<file path="src/hdl/rc4ivp_pkg.sv">
// shared types, codes and helpers for the iv-prefixed rc4 cipher
package rc4ivp_pkg;

  localparam int unsigned PERM_AW = 8;
  localparam int unsigned BYTE_W  = 8;
  localparam int unsigned WORD_W  = 64;

  typedef logic [PERM_AW-1:0] perm_addr_t;
  typedef logic [BYTE_W-1:0]  byte_t;

  localparam logic CFG_KEY_LOW  = 1'b0;
  localparam logic CFG_KEY_HIGH = 1'b1;

  typedef struct packed {
    logic       clr;
    logic       re;
    perm_addr_t raddr;
    logic       we;
    perm_addr_t waddr;
    byte_t      wdata;
  } mem_req_t;

  typedef enum logic [9:0] {
    ST_IDLE  = 10'b00_0000_0001,
    ST_KINIT = 10'b00_0000_0010,
    ST_KRN   = 10'b00_0000_0100,
    ST_KRA   = 10'b00_0000_1000,
    ST_KW    = 10'b00_0001_0000,
    ST_KLAST = 10'b00_0010_0000,
    ST_DRI   = 10'b00_0100_0000,
    ST_DRJ   = 10'b00_1000_0000,
    ST_DSW   = 10'b01_0000_0000,
    ST_DOUT  = 10'b10_0000_0000
  } state_t;

  // schedule key byte: iv for the first sixteen positions, key repeated after
  function automatic byte_t sched_byte(input perm_addr_t n,
                                       input logic [2*WORD_W-1:0] iv,
                                       input logic [2*WORD_W-1:0] key);
    logic [6:0] base;
    base = {n[3:0], 3'b000};
    if (n[7:4] == 4'd0) begin
      return iv[base +: BYTE_W];
    end else begin
      return key[base +: BYTE_W];
    end
  endfunction

endpackage

</file>
<file path="src/hdl/rc4ivp_if.sv">
// valid/ready channel interfaces for input and result transactions
interface rc4ivp_in_if;
  logic        valid;
  logic        ready;
  logic        first;
  logic [63:0] iv_low;
  logic [63:0] iv_high;
  logic [7:0]  data_in;

  modport source (output valid, output first, output iv_low, output iv_high,
                  output data_in, input ready);
  modport sink   (input valid, input first, input iv_low, input iv_high,
                  input data_in, output ready);
endinterface

interface rc4ivp_out_if;
  logic       valid;
  logic       ready;
  logic [7:0] data_out;

  modport source (output valid, output data_out, input ready);
  modport sink   (input valid, input data_out, output ready);
endinterface

</file>
<file path="src/hdl/rc4_iv_prefixed_stream_cipher.sv">
// rc4 cipher top level: sequencer, key registers and output register
// data byte: read, read, read-write, write on the single permutation memory in IDLE,
//   DRJ, DSW, DOUT; DOUT registers the result when output is free; next byte in IDLE
// first byte: key schedule before that, KINIT, then KRN, KRA, KW per entry, then KLAST, DRI
// reset: indices and keys zero, valid bits cleared at once so the permutation
//   reads as identity; no clearing pass
module rc4_iv_prefixed_stream_cipher
  import rc4ivp_pkg::*;
(
  input  logic                clk,
  input  logic                rst_n,
  rc4ivp_in_if.sink           in_ch,
  rc4ivp_out_if.source        out_ch,
  input  logic                cfg_we,
  input  logic                cfg_index,
  input  logic [WORD_W-1:0]   cfg_wdata
);

  state_t              st_r, st_nxt;
  perm_addr_t          i_r, i_nxt;
  perm_addr_t          j_r, j_nxt;
  byte_t               si_r, si_nxt;
  byte_t               sj_r, sj_nxt;
  perm_addr_t          sel_r, sel_nxt;
  byte_t               din_r, din_nxt;
  logic [2*WORD_W-1:0] iv_r, iv_nxt;
  logic [WORD_W-1:0]   key_lo_r, key_hi_r;
  logic                out_valid_r, out_valid_nxt;
  byte_t               out_data_r, out_data_nxt;

  mem_req_t            req;
  byte_t               rdata;
  perm_addr_t          acc;
  byte_t               z;
  logic                out_free;

  rc4ivp_perm_mem u_mem (
    .clk   (clk),
    .rst_n (rst_n),
    .req   (req),
    .rdata (rdata)
  );

  assign in_ch.ready     = (st_r == ST_IDLE);
  assign out_ch.valid    = out_valid_r;
  assign out_ch.data_out = out_data_r;
  assign out_free        = !out_valid_r || out_ch.ready;

  always_comb begin
    st_nxt        = st_r;
    i_nxt         = i_r;
    j_nxt         = j_r;
    si_nxt        = si_r;
    sj_nxt        = sj_r;
    sel_nxt       = sel_r;
    din_nxt       = din_r;
    iv_nxt        = iv_r;
    out_valid_nxt = out_valid_r && !out_ch.ready;
    out_data_nxt  = out_data_r;
    req           = '0;
    acc           = j_r + rdata + sched_byte(i_r, iv_r, {key_hi_r, key_lo_r});
    z             = (sel_r == i_r) ? sj_r : rdata;
    case (st_r)
      ST_IDLE: begin
        if (in_ch.valid) begin
          din_nxt = in_ch.data_in;
          iv_nxt  = {in_ch.iv_high, in_ch.iv_low};
          if (in_ch.first) begin
            st_nxt = ST_KINIT;
          end else begin
            req.re    = 1'b1;
            req.raddr = i_r + 8'd1;
            i_nxt     = i_r + 8'd1;
            st_nxt    = ST_DRJ;
          end
        end
      end
      ST_KINIT: begin
        req.clr = 1'b1;
        i_nxt   = '0;
        j_nxt   = '0;
        st_nxt  = ST_KRN;
      end
      ST_KRN: begin
        req.re    = 1'b1;
        req.raddr = i_r;
        // finish the previous swap
        if (i_r != '0) begin
          req.we    = 1'b1;
          req.waddr = j_r;
          req.wdata = si_r;
        end
        st_nxt = ST_KRA;
      end
      ST_KRA: begin
        si_nxt    = rdata;
        j_nxt     = acc;
        req.re    = 1'b1;
        req.raddr = acc;
        st_nxt    = ST_KW;
      end
      ST_KW: begin
        req.we    = 1'b1;
        req.waddr = i_r;
        req.wdata = rdata;
        if (i_r == '1) begin
          st_nxt = ST_KLAST;
        end else begin
          i_nxt  = i_r + 8'd1;
          st_nxt = ST_KRN;
        end
      end
      ST_KLAST: begin
        req.we    = 1'b1;
        req.waddr = j_r;
        req.wdata = si_r;
        i_nxt     = '0;
        j_nxt     = '0;
        st_nxt    = ST_DRI;
      end
      ST_DRI: begin
        req.re    = 1'b1;
        req.raddr = i_r + 8'd1;
        i_nxt     = i_r + 8'd1;
        st_nxt    = ST_DRJ;
      end
      ST_DRJ: begin
        si_nxt    = rdata;
        j_nxt     = j_r + rdata;
        req.re    = 1'b1;
        req.raddr = j_r + rdata;
        st_nxt    = ST_DSW;
      end
      ST_DSW: begin
        sj_nxt    = rdata;
        sel_nxt   = si_r + rdata;
        req.we    = 1'b1;
        req.waddr = j_r;
        req.wdata = si_r;
        req.re    = 1'b1;
        req.raddr = si_r + rdata;
        st_nxt    = ST_DOUT;
      end
      ST_DOUT: begin
        req.we    = 1'b1;
        req.waddr = i_r;
        req.wdata = sj_r;
        if (out_free) begin
          out_valid_nxt = 1'b1;
          out_data_nxt  = z ^ din_r;
          st_nxt        = ST_IDLE;
        end
      end
      default: begin
        st_nxt = ST_IDLE;
      end
    endcase
  end

  always_ff @(posedge clk) begin
    if (!rst_n) begin
      st_r        <= ST_IDLE;
      i_r         <= '0;
      j_r         <= '0;
      key_lo_r    <= '0;
      key_hi_r    <= '0;
      out_valid_r <= 1'b0;
    end else begin
      st_r        <= st_nxt;
      i_r         <= i_nxt;
      j_r         <= j_nxt;
      out_valid_r <= out_valid_nxt;
      if (cfg_we) begin
        case (cfg_index)
          CFG_KEY_LOW:  key_lo_r <= cfg_wdata;
          CFG_KEY_HIGH: key_hi_r <= cfg_wdata;
          default: begin
          end
        endcase
      end
    end
  end

  always_ff @(posedge clk) begin
    si_r       <= si_nxt;
    sj_r       <= sj_nxt;
    sel_r      <= sel_nxt;
    din_r      <= din_nxt;
    iv_r       <= iv_nxt;
    out_data_r <= out_data_nxt;
  end

endmodule

</file>
<file path="src/hdl/rc4ivp_perm_mem.sv">
// permutation memory with per-entry valid bits and write-first forwarding
module rc4ivp_perm_mem
  import rc4ivp_pkg::*;
(
  input  logic     clk,
  input  logic     rst_n,
  input  mem_req_t req,
  output byte_t    rdata
);

  localparam int unsigned DEPTH = 1 << PERM_AW;

  byte_t             mem [DEPTH];
  logic [DEPTH-1:0]  vld_r;
  byte_t             q_r;
  logic              qvld_r;
  perm_addr_t        qaddr_r;
  logic              col_r;
  byte_t             fwd_r;

  always_ff @(posedge clk) begin
    if (req.we) begin
      mem[req.waddr] <= req.wdata;
    end
    if (req.re) begin
      q_r     <= mem[req.raddr];
      qaddr_r <= req.raddr;
      fwd_r   <= req.wdata;
    end
  end

  always_ff @(posedge clk) begin
    if (!rst_n) begin
      vld_r  <= '0;
      qvld_r <= 1'b0;
      col_r  <= 1'b0;
    end else begin
      if (req.re) begin
        qvld_r <= vld_r[req.raddr];
        col_r  <= req.we && (req.waddr == req.raddr);
      end
      if (req.clr) begin
        vld_r <= '0;
      end else if (req.we) begin
        vld_r[req.waddr] <= 1'b1;
      end
    end
  end

  // unwritten entries read as their own index
  assign rdata = col_r ? fwd_r : (qvld_r ? q_r : qaddr_r);

endmodule

</file>
<file path="src/flat_wrapper.sv">
// flat-port wrapper written by rule: the top's interface ports become plain ports
module rc4_iv_prefixed_stream_cipher_flat import rc4ivp_pkg::*;
  (clk, rst_n, cfg_we, cfg_index, cfg_wdata, in_ch_valid, in_ch_first, in_ch_iv_low, in_ch_iv_high, in_ch_data_in, in_ch_ready, out_ch_valid, out_ch_data_out, out_ch_ready);
  rc4ivp_in_if in_ch_i ();
  rc4ivp_out_if out_ch_i ();
  input  logic clk;
  input  logic rst_n;
  input  logic cfg_we;
  input  logic cfg_index;
  input  logic [WORD_W-1:0] cfg_wdata;
  input wire logic [$bits(in_ch_i.valid)-1:0] in_ch_valid;
  input wire logic [$bits(in_ch_i.first)-1:0] in_ch_first;
  input wire logic [$bits(in_ch_i.iv_low)-1:0] in_ch_iv_low;
  input wire logic [$bits(in_ch_i.iv_high)-1:0] in_ch_iv_high;
  input wire logic [$bits(in_ch_i.data_in)-1:0] in_ch_data_in;
  output wire logic [$bits(in_ch_i.ready)-1:0] in_ch_ready;
  output wire logic [$bits(out_ch_i.valid)-1:0] out_ch_valid;
  output wire logic [$bits(out_ch_i.data_out)-1:0] out_ch_data_out;
  input wire logic [$bits(out_ch_i.ready)-1:0] out_ch_ready;
  assign in_ch_i.valid = in_ch_valid;
  assign in_ch_i.first = in_ch_first;
  assign in_ch_i.iv_low = in_ch_iv_low;
  assign in_ch_i.iv_high = in_ch_iv_high;
  assign in_ch_i.data_in = in_ch_data_in;
  assign in_ch_ready = in_ch_i.ready;
  assign out_ch_valid = out_ch_i.valid;
  assign out_ch_data_out = out_ch_i.data_out;
  assign out_ch_i.ready = out_ch_ready;
  rc4_iv_prefixed_stream_cipher u_core (.clk(clk), .rst_n(rst_n), .in_ch(in_ch_i), .out_ch(out_ch_i), .cfg_we(cfg_we), .cfg_index(cfg_index), .cfg_wdata(cfg_wdata));
endmodule
</file>
<file path="config.mk">
export PLATFORM = sky130hd
export DESIGN_NAME = rc4_iv_prefixed_stream_cipher_flat
export DESIGN_NICKNAME = d
export VERILOG_FILES = /design/src/hdl/rc4ivp_pkg.sv /design/src/hdl/rc4ivp_if.sv /design/src/hdl/rc4_iv_prefixed_stream_cipher.sv /design/src/hdl/rc4ivp_perm_mem.sv /design/src/flat_wrapper.sv
export SDC_FILE = /design/constraint.sdc
export NUM_CORES = 2
export LEC_CHECK = 0
export ABC_AREA = 1
export BUFFER_PORTS_ARGS = -buffer_cell sky130_fd_sc_hd__buf_4
export CAP_MARGIN = 0
export CORE_MARGIN = 10
export CORE_UTILIZATION = 40
export CTS_CLUSTER_SIZE = 14
export DETAILED_ROUTE_END_ITERATION = 10
export PLACE_DENSITY = 0.65
export SYNTH_ARGS = -nofsm -noshare
export SYNTH_HDL_FRONTEND = slang
export SYNTH_SLANG_ARGS = --single-unit
</file>
<file path="constraint.sdc">
create_clock -name clk -period 12.85 [get_ports clk]
set_input_delay 1.285 -clock clk [delete_from_list [all_inputs] [get_ports clk]]
set_output_delay 1.285 -clock clk [all_outputs]
set_load 0.01 [all_outputs]
</file>
-- After elaboration in Yosys (flattened, before gate mapping)
Memory sizes are Yosys's and may differ from the RTL's. A register that Yosys moved wholly into a read port is not among the register bits.
Cells that the tools add are included.
- flip-flop bits (word level): 597
- memory bits (writable): 2048
- bits of input ports: 207
- memories kept: 1
- memories (name ; words ; width ; rd ports ; clocked after memory_dff ; write ports ; RTL line ; RTL):
    u_core.u_mem.mem ; 256 ; 8 ; 1 ; 1 ; 1 ; rc4ivp_perm_mem.sv:13 ; byte_t mem [DEPTH];
- add/subtract/negate cells: 4
- $lt $le $gt $ge: 3
- eq/ne operators: 17
- shift-type cells: 2
- muxes and demuxes: 28
- bitwise operators: 4
- reductions and logical operators: 20
- operators with widths (cell ; count):
    $or 256x256->256 ; 1
    $shiftx 128x8->8 ; 2
    $pmux 10 s10 ; 1
    $pmux 17 s4 ; 1
    $mux 8 ; 8
    $pmux 9 s6 ; 1
    $pmux 8 s4 ; 1
    $add 8x8->8 ; 3
    $pmux 8 s3 ; 1
    $mux 10 ; 2
    $lt 8x9->1 const B ; 2
    $mux 9 ; 2
    $mux 17 ; 1
    $eq 8x8->1 ; 2
    $eq 10x1->1 const B ; 1
    $eq 10x10->1 const B ; 1
    $eq 10x2->1 const B ; 1
    $eq 10x3->1 const B ; 1
    $eq 10x4->1 const B ; 1
    $eq 10x5->1 const B ; 1
    $eq 10x6->1 const B ; 1
    $eq 10x7->1 const B ; 1
    $eq 10x8->1 const B ; 1
    $eq 10x9->1 const B ; 1
    21 further kinds ; 40

-- Longest topological paths before layout
- depth in word-level cells: 8
- depth in mapped cells: 33
- mapped depth without buffers: 29

-- Hierarchy
From an unflattened synthesis, not the netlist that was laid out.
- cells, all modules: 9733
- area total of the unflattened synthesis: 107838.4 um^2
- by module, submodules not included (module ; times used ; cells each ; area each (um^2)):
    rc4ivp_perm_mem ; 1 ; 7970 ; 92658.9
    rc4_iv_prefixed_stream_cipher ; 1 ; 1763 ; 15179.6

-- Worst setup path before layout
OpenSTA, ideal clock, no wires.
- kind: register -> register
- start point: register u_core.i_r[0]
- end point: register u_core.u_mem.fwd_r[7], data pin
- data arrival time: 8832 ps
- required time: 11214 ps
- slack: 2382 ps
- stages on the path, launching flop included: 9
- buffers on the path: 3
- period minus slack after synthesis: 10468 ps
- path through: dfxtp_1 clkinv_1 clkbuf_1 clkbuf_1 clkbuf_1 ha_1 nand3_1 a21oi_4 o221ai_1
- RTL lines (what ; RTL line ; RTL):
    start, declared ; rc4_iv_prefixed_stream_cipher.sv:20 ; perm_addr_t i_r, i_nxt;
    start signal, assigned ; rc4_iv_prefixed_stream_cipher.sv:170 ; i_r <= i_nxt;
    end signal, assigned ; rc4ivp_perm_mem.sv:28 ; fwd_r <= req.wdata;
    end, declared ; rc4ivp_perm_mem.sv:19 ; byte_t fwd_r;

-- Worst setup path in the final report
- start point: register u_core.i_r[6]
- end point: register u_core.u_mem.q_r[6] (read register of u_core.u_mem.mem), data pin
- word-level cells in the longest chain between the ends: 4
- elaborated cells on any way between the ends: 7
- those cells by class: add/sub (2); mux (4); reduce/logical (1)
- RTL lines (what ; RTL line ; RTL):
    $logic_not 4->1 / $add 8x1->8 (equally long branches) ; rc4ivp_pkg.sv:42, rc4_iv_prefixed_stream_cipher.sv:72, rc4_iv_prefixed_stream_cipher.sv:123 ;
    $mux 8 / $mux 9 (equally long branches) ; rc4ivp_pkg.sv:42, rc4_iv_prefixed_stream_cipher.sv:68 ;
    $add 8x8->8 / $mux 9 (equally long branches) ; rc4_iv_prefixed_stream_cipher.sv:61, rc4_iv_prefixed_stream_cipher.sv:65 ;
    $pmux 9 s6 * ; rc4_iv_prefixed_stream_cipher.sv:63 ; case (st_r)
    end, declared ; rc4ivp_perm_mem.sv:15 ; byte_t q_r;
Every way passes the cells marked *; elsewhere a longest branch is shown, timed or not.
A chain may end at the register's enable or synchronous reset.

==> out/results.tsv <==
metric	value	unit
max_stage_delay	0.78	ns
dieArea	0.2966	mm^2
tightestPinTransition	1.408	ns
area_growth_syn_to_layout	12.37	%
gp_congestion	0.9064	
finalCriticalPeriod	8.382	ns
min_path_cells	2	
cts.repair.resized	0	
clock_skew	0.07549	ns
r2r-end	u_core.u_mem.q_r[6]$_DFFE_PP_	
antenna_left	0	
dominantRegCellSynth	edfxtp_1	
hold_class	reg2reg	
fill_cells	24550	
fin_setup_tns	0	ns
fmax	119.3	MHz
drc_errors	0	
cts.sinks	2653	
grt_usage	0.2084	
vdd_drop_max	0.0001630	V
grt_max_degree	205	
drive_above_1_share	0.1108	
synth.avg_cell_area	11.41	um^2
ys_warn_count	0	
synth_top_area_share	0.6110	
synth_fa_ha_area_frac	0.003159	
slew_headroom	0.06106	
final_hold_viol_count	0	
port_buffers	216	
first_pass_iters	6	
synth_edf_count	2240	
synth-xor-area-share	0.002943	
rrSetupSlack	4.47	ns
cts_setup_buffers	0	
syn_nets	9879	
seq_area_frac_synth	0.6861	
hpwlAfterDp	180.9	mm
cts_made_buffers	296	
wl_per_cell	24.08	um
synth_cell_type_count	62	
clkLatencyLatePin	0.96	ns
synth_compound_area_frac	0.1038	
rows	192	
run_status	finished clean	
start_util	0.4020	
synthCells	9646	
path_common_cell	nand3_1	
required	13.66	ns
crit_slowest_cell	inv_8	
coreArea	0.2739	mm^2
rsz0062_at_grt	false	
hold_buffers	0	
criticalPathCategory	reg2reg	
cts_buffer_depth	4	
cts-root-buf	clkbuf_16	
critPathLaunchType	register	
min_from	u_core.u_mem.vld_r[138]$_SDFFE_PP0P_	
power_density	160.5	mW/mm^2
nets	9839	
synth_async_sr_flop_share	0	
grt_pass1_wl	474.7	mm
pin_count	217	
mappedNetlistArea	0.1101	mm^2
synth_top_family_by_area	simple AND/OR/NAND/NOR gates	
yosys-top-cells-count	edfxtp_1, nor2_1, nand3_1	
setup_violations	0	
ys_seq_elements	2653	
crit_path_end_kind	register	
drt-total-wl	323.3	mm
cp.arrival	9.19	ns
slew_violations	0	
die_width	544.6	um
yosys.area.top_type	edfxtp_1	
path_clk_slew	0.06	ns
multiInputGateArea	0.02997	mm^2
holdPathEnd	u_core.u_mem.vld_r[138]$_SDFFE_PP0P_	
cts_tree	done	
r2r-start	u_core.i_r[6]$_SDFFE_PN0P_	
vias_per_cell	5.708	
die_y	544.6	um
synthMuxAreaShare	0.0002046	
h-tree-depth	5	
fin_hold_ws	0.4603	ns
r2r_cells	26	
synth_most_common_cell	edfxtp_1	
finalCritPeriodShare	0.6523	
grt_antenna_before_repair	15	
ff_latch_area	0.07553	mm^2
vias	76640	
critPathMaxFanout	164	
synthTopCellsByArea	edfxtp_1, dfxtp_1, o211ai_1	
grt_pass1_vias	72190	
drv_cap	0	
synth-simple-area-share	0.1610	
grt-ovfl-total	0	
drt_first_iter_violations	9392	
p_leak	37.88	nW
-- where the power goes --
| group | switching [mW] | internal, mW | total (mW) |
|---|---|---|---|
| registers | 0.0682 | 9.33 | 9.40 |
| clock network | 3.35 | 4.74 | 8.10 |
| logic | 1.70 | 0.651 | 2.35 |
-- critical path: cells and delay by family, from the launching register on --
family                   cells  cell delay (ns)
AND/OR/NAND/NOR             11             2.21
flip-flops                   1             0.34
AO/OA/AOI/OAI                8             1.42
buffers and inverters        6             3.04
adder cells (fa/ha/maj)      1             0.61
-- per-layer routing --
metal	GRT usage	share of wire	wire (um)	vias up
met2	0.3173	0.44	143800	4072
li1	-	-	-	34310
met5	0	0.00018	57	-
met3	0.04275	0.10	32940	701
met4	0.08385	0.043	14020	8
met1	0.2924	0.41	132400	37550
-- cell usage in the layout, fill, tap and decap left out, drive strengths merged, types with 2 or more instances in the layout --
master	netlist	routed
a211oi	7	7
a21o	2	2
a21oi	93	93
a221oi	3	3
a22oi	4	4
a311oi	4	4
a31oi	7	7
a32o	10	10
and2	2	2
buf	303	331
bufinv	0	14
clkbuf	366	406
clkinv	3	94
clkinvlp	0	6
dfxtp	413	413
diode	0	5
edfxtp	2240	2240
fa	3	3
ha	23	23
inv	464	471
mux2	2	2
nand2	855	855
nand3	1004	1004
nand3b	28	28
nand4	10	10
nor2	1621	1621
nor3	14	14
nor4	4	4
o211ai	807	807
o21a	2	2
o21ai	776	776
o21bai	2	2
o221ai	35	35
o22ai	37	37
or2	458	458
xnor2	13	13
xor2	24	24
-- per-stage QoR --
step	power, mW	cells	cell area (um^2)	setup WS (ns)	util
3_5_place_dp	11.88	12900	114500	4.595	0.4182
5_1_grt	20.50	13420	123700	3.954	0.4517
3_3_place_gp	11.87	12900	114500	4.655	0.4182
2_1_floorplan	11.10	9646	110100	2.382	-
4_1_cts	19.91	13420	123700	4.604	0.4517
6_report	19.85	13430	123700	4.468	0.4518
-- final cells by class --
class | count | area share
Sequential cell | 2653 | 0.6105
Multi-Input combinational cell | 5857 | 0.2423
Clock buffer | 406 | 0.06636
Tap cell | 3589 | 0.03630
Timing Repair Buffer | 331 | 0.02221
Inverter | 467 | 0.01446
Clock inverter | 118 | 0.007777
Antenna cell | 5 | 0.0001011
-- worst max-delay path by stage --
stage	start	to	slack, ns	cells past startpoint
2_1_floorplan	u_core.i_r[0]$_SDFFE_PN0P_	u_core.u_mem.fwd_r[7]$_DFFE_PP_	2.38	8
5_1_grt	u_core.i_r[7]$_SDFFE_PN0P_	u_core.u_mem.q_r[4]$_DFFE_PP_	3.95	26
6_report	u_core.i_r[6]$_SDFFE_PN0P_	u_core.u_mem.q_r[6]$_DFFE_PP_	4.47	26
3_3_place_gp	u_core.i_r[4]$_SDFFE_PN0P_	u_core.u_mem.q_r[6]$_DFFE_PP_	4.66	26
4_1_cts	u_core.i_r[6]$_SDFFE_PN0P_	u_core.u_mem.q_r[6]$_DFFE_PP_	4.60	26
3_5_place_dp	u_core.i_r[6]$_SDFFE_PN0P_	u_core.u_mem.q_r[6]$_DFFE_PP_	4.60	26
-- sequential cells by signal (all words and copies together) (netlist names), 10 cells and up --
signal              count
u_core.u_mem.mem     2048
u_core.key_hi_r        64
u_core.st_r            10
u_core.key_lo_r        64
u_core.iv_r           128
u_core.u_mem.vld_r    256
-- cell families after synthesis --
group | after synthesis
fa+ha+maj | 26
simple gates | 3996
compound gates | 1796
mux | 2
buf+inv | 1136
xor+xnor | 37
flops | 2653
Note: power is estimated with default switching activity, not from simulation.
